<file path="src/rtl/prsa_pkg.sv">
// Package: shared types, constants and binary16 arithmetic for the rotation core.
`default_nettype none
package prsa_pkg;

  localparam int MaxRows = 16;
  localparam int MaxCols = 16;
  localparam int RotDepth = 15;
  localparam int AddrW = 8;
  localparam int RotW = 4;

  typedef enum logic [1:0] {
    CMD_WRITE_ELEM = 2'd0,
    CMD_WRITE_PAIR = 2'd1,
    CMD_APPLY      = 2'd2,
    CMD_READ_ELEM  = 2'd3
  } cmd_t;

  typedef enum logic [2:0] {
    REG_SIDE  = 3'd0,
    REG_PIVOT = 3'd1,
    REG_DIR   = 3'd2,
    REG_ROWS  = 3'd3,
    REG_COLS  = 3'd4
  } reg_idx_t;

  localparam logic [1:0] PIVOT_VAR = 2'd0;
  localparam logic [1:0] PIVOT_TOP = 2'd1;
  localparam logic [1:0] PIVOT_BOT = 2'd2;
  localparam logic [1:0] PIVOT_BAD = 2'd3;

  typedef enum logic [3:0] {
    ST_IDLE,
    ST_RESP,
    ST_PAIR,
    ST_PAIR_WAIT,
    ST_LD,
    ST_LD_WAIT,
    ST_MUL,
    ST_ADD,
    ST_WR_HI,
    ST_WR_LO,
    ST_DONE
  } state_t;

  // Controller to datapath.
  typedef struct packed {
    logic [RotW-1:0]  pair_addr;
    logic             pair_latch;
    logic             mem_rd;
    logic [AddrW-1:0] mem_addr;
    logic             latch_hi;
    logic             latch_lo;
    logic             do_mul;
    logic             do_add;
    logic             wr_hi;
    logic             wr_lo;
  } ctl_t;

  // Datapath to controller.
  typedef struct packed {
    logic skip_pair;
  } sts_t;

  // Round a nonnegative magnitude given as value = sig * 2^(exp-25),
  // sig up to 26 bits with a sticky bit below, to binary16 with nearest-even.
  function automatic logic [15:0] h_pack(input logic sign, input logic signed [7:0] exp_in,
                                         input logic [25:0] sig_in, input logic sticky_in);
    logic [25:0] s;
    logic signed [7:0] e;
    logic st;
    logic [11:0] q;
    logic rb, sb;
    logic [5:0] sh;
    logic [38:0] wide;
    logic [15:0] r;
    s = sig_in;
    e = exp_in;
    st = sticky_in;
    r = {sign, 15'd0};
    if (s != 26'd0) begin
      // Normalize: leading one to bit 25.
      for (int i = 0; i < 5; i++) begin
        if (s[25:10] == 16'd0 && i == 0) begin s = s << 16; e = e - 8'sd16; end
        if (s[25:18] == 8'd0 && i == 1) begin s = s << 8; e = e - 8'sd8; end
        if (s[25:22] == 4'd0 && i == 2) begin s = s << 4; e = e - 8'sd4; end
        if (s[25:24] == 2'd0 && i == 3) begin s = s << 2; e = e - 8'sd2; end
        if (s[25] == 1'b0 && i == 4) begin s = s << 1; e = e - 8'sd1; end
      end
      // Value = 1.f * 2^e. Keep 11 bits when normal; shift more when subnormal.
      if (e > 8'sd15) begin
        r = {sign, 15'h7C00};
      end else begin
        if (e >= -8'sd14) sh = 6'd15;
        else if (e < -8'sd40) sh = 6'd38;
        else sh = 6'(8'sd1 - e);
        wide = {s, 13'd0} >> sh;
        q = {1'b0, wide[23:13]};
        rb = wide[12];
        sb = (wide[11:0] != 12'd0) || st || ((({s, 13'd0} << (6'd39 - sh)) != 39'd0) && sh != 6'd0);
        if (rb && (sb || q[0])) q = q + 12'd1;
        if (e >= -8'sd14) begin
          if (q[11]) begin
            q = 12'h400;
            e = e + 8'sd1;
          end
          if (e > 8'sd15) r = {sign, 15'h7C00};
          else r = {sign, 5'(e + 8'sd15), q[9:0]};
        end else begin
          r = {sign, q[10:0] == 11'h400 ? 5'd1 : 5'd0, q[9:0]};
        end
      end
    end
    return r;
  endfunction

  function automatic logic h_nan(input logic [15:0] a);
    return a[14:10] == 5'd31 && a[9:0] != 10'd0;
  endfunction

  function automatic logic h_inf(input logic [15:0] a);
    return a[14:10] == 5'd31 && a[9:0] == 10'd0;
  endfunction

  // binary16 product, rounded nearest-even.
  function automatic logic [15:0] h_mul(input logic [15:0] a, input logic [15:0] b);
    logic sg;
    logic [10:0] ma, mb;
    logic signed [7:0] ea, eb;
    logic [21:0] p;
    logic [15:0] r;
    sg = a[15] ^ b[15];
    if (h_nan(a) || h_nan(b)) r = 16'h7E00;
    else if (h_inf(a) || h_inf(b)) begin
      if ((a[14:0] == 15'd0) || (b[14:0] == 15'd0)) r = 16'h7E00;
      else r = {sg, 15'h7C00};
    end else begin
      ma = {a[14:10] != 5'd0, a[9:0]};
      mb = {b[14:10] != 5'd0, b[9:0]};
      ea = (a[14:10] == 5'd0) ? -8'sd14 : 8'(a[14:10]) - 8'sd15;
      eb = (b[14:10] == 5'd0) ? -8'sd14 : 8'(b[14:10]) - 8'sd15;
      p = ma * mb;
      // value = p * 2^(ea+eb-20) = {p,4'b0} * 2^(ea+eb+1-25)
      r = h_pack(sg, ea + eb + 8'sd1, {p, 4'd0}, 1'b0);
    end
    return r;
  endfunction

  // binary16 sum, rounded nearest-even; zero sign by round-to-nearest rules.
  function automatic logic [15:0] h_add(input logic [15:0] a, input logic [15:0] b);
    logic [15:0] x, y, r;
    logic signed [7:0] ex, ey;
    logic [4:0] d;
    logic [25:0] mx, my, ys, sum;
    logic st;
    if (h_nan(a) || h_nan(b)) r = 16'h7E00;
    else if (h_inf(a) && h_inf(b)) r = (a[15] == b[15]) ? a : 16'h7E00;
    else if (h_inf(a)) r = a;
    else if (h_inf(b)) r = b;
    else begin
      if (a[14:0] >= b[14:0]) begin x = a; y = b; end
      else begin x = b; y = a; end
      ex = (x[14:10] == 5'd0) ? -8'sd14 : 8'(x[14:10]) - 8'sd15;
      ey = (y[14:10] == 5'd0) ? -8'sd14 : 8'(y[14:10]) - 8'sd15;
      mx = {2'd0, x[14:10] != 5'd0, x[9:0], 13'd0};
      my = {2'd0, y[14:10] != 5'd0, y[9:0], 13'd0};
      d = (ex - ey > 8'sd24) ? 5'd24 : 5'(ex - ey);
      ys = my >> d;
      st = ((ys << d) != my);
      if (x[15] == y[15]) sum = mx + ys;
      else sum = mx - ys - {25'd0, st};
      // mx aligned so that value = mx * 2^(ex-23) = sum * 2^((ex+2)-25)
      if (sum == 26'd0 && !st) r = {x[15] & y[15], 15'd0};
      else r = h_pack(x[15], ex + 8'sd2, sum, st);
    end
    return r;
  endfunction

endpackage
`default_nettype wire

</file>
<file path="src/rtl/prsa_ctrl.sv">
// Controller: command decode and the walk over rotations and positions.
`default_nettype none
module prsa_ctrl (
  input  wire logic           clk,
  input  wire logic           rst,
  input  wire logic           start,
  input  wire logic [1:0]     command,
  input  wire logic           rotate_side,
  input  wire logic [1:0]     pivot_mode,
  input  wire logic           walk_direction,
  input  wire logic [4:0]     row_count,
  input  wire logic [4:0]     col_count,
  input  wire prsa_pkg::sts_t sts,
  output prsa_pkg::ctl_t      ctl,
  output logic                busy,
  output logic                done,
  output logic                rd_sel,
  output logic                status
);
  import prsa_pkg::*;

  state_t state, state_next;
  logic [4:0] lines, lines_next, span, span_next;
  logic [3:0] t, t_next, p, p_next;
  logic       is_read, is_read_next, st_bad, st_bad_next;
  logic [4:0] rows_s, cols_s;
  logic [3:0] k, lo, hi;
  logic [AddrW-1:0] a_lo, a_hi;

  always_comb begin
    rows_s = (row_count > 5'(MaxRows)) ? 5'(MaxRows) : row_count;
    cols_s = (col_count > 5'(MaxCols)) ? 5'(MaxCols) : col_count;
    k = walk_direction ? 4'(lines - 5'd2 - {1'b0, t}) : t;
    unique case (pivot_mode)
      PIVOT_TOP: begin lo = 4'd0; hi = k + 4'd1; end
      PIVOT_BOT: begin lo = k; hi = 4'(lines - 5'd1); end
      default:   begin lo = k; hi = k + 4'd1; end
    endcase
    a_lo = rotate_side ? {lo, p} : {p, lo};
    a_hi = rotate_side ? {hi, p} : {p, hi};
  end

  always_ff @(posedge clk) begin
    if (rst) begin
      state <= ST_IDLE;
      is_read <= 1'b0;
      st_bad <= 1'b0;
    end else begin
      state <= state_next;
      is_read <= is_read_next;
      st_bad <= st_bad_next;
    end
    lines <= lines_next;
    span <= span_next;
    t <= t_next;
    p <= p_next;
  end

  always_comb begin
    state_next = state;
    lines_next = lines;
    span_next = span;
    t_next = t;
    p_next = p;
    is_read_next = is_read;
    st_bad_next = st_bad;
    ctl = '0;
    ctl.pair_addr = k;
    ctl.mem_addr = a_hi;
    busy = (state != ST_IDLE);
    done = 1'b0;
    rd_sel = is_read;
    status = st_bad;
    unique case (state)
      ST_IDLE: begin
        ctl.mem_rd = 1'b0;
        if (start) begin
          is_read_next = (command == CMD_READ_ELEM);
          st_bad_next = 1'b0;
          lines_next = rotate_side ? cols_s : rows_s;
          span_next = rotate_side ? rows_s : cols_s;
          t_next = 4'd0;
          p_next = 4'd0;
          if (command == CMD_APPLY) begin
            if (pivot_mode == PIVOT_BAD) begin
              st_bad_next = 1'b1;
              state_next = ST_RESP;
            end else if (rows_s == 5'd0 || cols_s == 5'd0
                         || (rotate_side ? cols_s : rows_s) < 5'd2) begin
              state_next = ST_RESP;
            end else begin
              state_next = ST_PAIR;
            end
          end else begin
            state_next = ST_RESP;
          end
        end
      end
      ST_RESP: begin
        done = 1'b1;
        state_next = ST_IDLE;
      end
      ST_PAIR: begin
        state_next = ST_PAIR_WAIT;
      end
      ST_PAIR_WAIT: begin
        ctl.pair_latch = 1'b1;
        p_next = 4'd0;
        state_next = ST_LD;
      end
      ST_LD: begin
        if (sts.skip_pair) begin
          state_next = ST_DONE;
        end else begin
          ctl.mem_rd = 1'b1;
          ctl.mem_addr = a_hi;
          state_next = ST_LD_WAIT;
        end
      end
      ST_LD_WAIT: begin
        ctl.mem_rd = 1'b1;
        ctl.mem_addr = a_lo;
        ctl.latch_hi = 1'b1;
        state_next = ST_MUL;
      end
      ST_MUL: begin
        ctl.latch_lo = 1'b1;
        state_next = ST_ADD;
      end
      ST_ADD: begin
        ctl.do_mul = 1'b1;
        state_next = ST_WR_HI;
      end
      ST_WR_HI: begin
        ctl.do_add = 1'b1;
        state_next = ST_WR_LO;
      end
      ST_WR_LO: begin
        ctl.wr_hi = 1'b1;
        ctl.mem_addr = a_hi;
        state_next = ST_DONE;
      end
      ST_DONE: begin
        if (!sts.skip_pair) begin
          ctl.wr_lo = 1'b1;
          ctl.mem_addr = a_lo;
        end
        if (!sts.skip_pair && ({1'b0, p} + 5'd1 < span)) begin
          p_next = p + 4'd1;
          state_next = ST_LD;
        end else if ({1'b0, t} + 5'd2 < lines) begin
          t_next = t + 4'd1;
          state_next = ST_PAIR;
        end else begin
          state_next = ST_RESP;
        end
      end
      default: state_next = ST_IDLE;
    endcase
  end
endmodule
`default_nettype wire

</file>
<file path="config.mk">
export PLATFORM = sky130hd
export DESIGN_NAME = prsa_ctrl
export DESIGN_NICKNAME = d
export VERILOG_FILES = /design/src/rtl/prsa_pkg.sv /design/src/rtl/prsa_ctrl.sv
export SDC_FILE = /design/constraint.sdc
export NUM_CORES = 1
export LEC_CHECK = 0
export BUFFER_PORTS_ARGS = -buffer_cell sky130_fd_sc_hd__buf_2
export CORE_UTILIZATION = 60
export CTS_BUF_LIST = sky130_fd_sc_hd__clkbuf_8
export CTS_CLUSTER_SIZE = 10
export DETAILED_ROUTE_END_ITERATION = 10
export GPL_TIMING_DRIVEN = 0
export PLACE_DENSITY = 0.87
export SLEW_MARGIN = 5
export SYNTH_ARGS = -nofsm -noshare
export SYNTH_HDL_FRONTEND = slang
export SYNTH_SLANG_ARGS = --single-unit
export TNS_END_PERCENT = 20
</file>
<file path="constraint.sdc">
create_clock -name clk -period 7.2 [get_ports clk]
set_input_delay 0 -clock clk [delete_from_list [all_inputs] [get_ports clk]]
set_output_delay 0 -clock clk [all_outputs]
set_load 0.005 [all_outputs]
</file>
==> impl_metrics.toml <==
[detailed_routing]
vias = 2017
wl_um = 5058
initialDrtViolationCount = 201
ant_nets = 0
wl_per_cell_um = 15.10
firstDrtPassIters = 4
drc = 0
viasPerCell = 6.021

[place]
numPortBuffers = 43
place_hpwl_um = 3879
gp_congestion = 0.9238

[worst_setup_path]
end_kind = "primary output"
cp.required_ns = 7.20
cp_max_fo = 6
cp-start-kind = "register"
cp.arrival_ns = 2.93
path_class = "register to primary output"

[cts]
root_buffer = "clkbuf_8"
numClockSinks = 24
cts_tree = "done"
htree_levels = 1
cts.path.max_buffers = 2
cts_made_buffers = 3
clk_latency_ns = 0.27
clkTransAtPathRegs_ns = 0.10

[sta]
period_minus_slack_ns = 2.931
rsz0062_at_grt = "false"
maxSlewViolCount = 0
setup_tns_ns = 0
finClkSkew_ns = 0.007586
setup_viol = 0
final_hold_viol_count = 0
max_freq_ghz = 0.3411
post-route-period-util_pct = 40.71
slew_headroom_pct = 53.92
tightest_slew_ns = 0.6850

[cells_and_area]
area_growth_pct = 17.47
fin_util_pct = 73.38
drive_above_1_share_pct = 20.07
antenna_cells = 0
nFillCells = 277
final_nets = 329

[worst_hold_path]
holdCritPathClass = "input pin to register"

[synthesis]
synth-main-ff-cell = "edfxtp_1"
synth.most_common_cell = "nor2_1"
syn-num-nets = 279
syn_inst = 240
async_reset_ff_share_pct = 0
synthesis.area_um2 = 2084
synth_enable_flop_cells = 18
yosysSeqAreaShare_pct = 31.69
syn_area_per_cell_um2 = 8.685
synth_cell_type_count = 53
ys_ff_latch = 24
synthTopCellsByArea = "edfxtp_1 (26%), ha_1 (11%), dfxtp_1 (5.8%)"
yosysTopAreaCell = "edfxtp_1"
synth_common_cells = "nor2_1 (23), inv_1 (20), edfxtp_1 (18), ha_1 (18), a21oi_1 (17)"
synth_top_area_share_pct = 25.93
yosys_warnings = 0

[floorplan]
start_util_pct = 62.47
coreArea_um2 = 3337
die_area_um2 = 3714
io_pins = 44
die_w_um = 60.94
die_y_um = 60.94
rows = 21

[grt]
grt_util_all_layers_pct = 29.81
grt_pass1_wl_um = 8059
grt_max_degree = 15
grt_pass1_vias = 1831
gr-total-overflow = 0
antenna_found_initial = 0

[run_status]
status = "complete, no violations"

[flow_run]
maxCapViolCount = 0

[power]
ir_drop_v = 0.0001076
p_leak_nw = 1.076
power-per-cell-area_nw_per_um2 = 164.4
final timing paths:
check | startpoint | endpoint | slack [ns] | cells past startpoint
worst min-delay path | col_count[0] | span[0] | 0.07 | 3
worst max-delay path | t[1] | ctl[13] | 4.27 | 11
worst min register to register | status | status | 0.49 | 2
worst max register to register | p[0] | p[1] | 4.45 | 7
what timing repair did:
item                      CTS  global route
buffers inserted            0             0
hold endpoints to repair    2             0
resized for setup           0             0
hold buffers                2             0
critical path, stage by stage (launching register included):
cell and delay, ns:
edfxtp_1 0.47, inv_1 0.11, ha_1 0.30, ha_1 0.14
inv_1 0.05, fa_1 0.38, xor3_1 0.19, nand2_1 0.11
xor2_1 0.30, mux2i_1 0.27, a32o_1 0.22, buf_2 0.12
registers in the layout, summed over array words and instances (netlist names):
signal  flops
span        5
rd_sel      1
status      1
state       4
p           4
lines       5
t           4
power by group:
part | switching [mW] | leakage (nW) | total [mW] | internal (mW)
sequential | 0.00865 | 0.228 | 0.168 | 0.159
combinational | 0.0637 | 0.812 | 0.113 | 0.0495
clock | 0.0474 | 0.0357 | 0.122 | 0.0744
total | 0.120 | 1.08 | 0.403 | 0.283
routing by layer:
layer,global-route usage (%),part of all wire [%],vias to the layer above
met5,0,0,-
met1,36.27,42,940
met4,10.71,1.8,0
li1,-,-,971
met2,52.90,49,94
met3,5.117,7.1,12
area by class of cell:
class | count | area, µm² | area share (%)
Clock buffer | 3 | 41.29 | 1.686
Sequential cell | 24 | 660.6 | 26.98
Buffer | 9 | 41.29 | 1.686
Timing Repair Buffer | 45 | 235.2 | 9.607
Tap cell | 46 | 57.56 | 2.351
Clock inverter | 1 | 30.03 | 1.226
Multi-Input combinational cell | 187 | 1308 | 53.40
Inverter | 20 | 75.07 | 3.066
per-stage QoR:
stage	power [mW]	instance area, µm²	std cells	setup slack, ns	hold WS, ns
2_1_floorplan	0.2401	2085	240	4.854	0.03110
3_3_place_gp	0.2761	2357	329	4.597	0.2082
3_5_place_dp	0.2803	2357	329	4.509	0.2140
4_1_cts	0.3994	2449	335	4.289	0.07638
5_1_grt	0.4200	2449	335	4.059	0.1087
6_report	0.4026	2449	335	4.269	0.06841
cells by family after synthesis:
family                     share of synthesized area, %
xor gates and xnor gates                          4.501
adders and majority gates                         12.31
and+or+nand+nor                                   23.83
muxes                                             2.101
buffers and inverters                             5.582
DFF                                               31.69
AOI/OAI and AO/OA                                 19.99
placed cells by master (no fill, tap or decap), drive strengths merged, types with 6 or more instances in the layout:
master and instances:
buf 45, nor2 23, inv 20, ha 18, edfxtp 18, a21oi 17, nand2 14, o21ai 14
nand3 12, nor3 10, clkbuf 10, nand2b 7, and2 6, dfxtp 6
(Power assumes the default switching activity.)
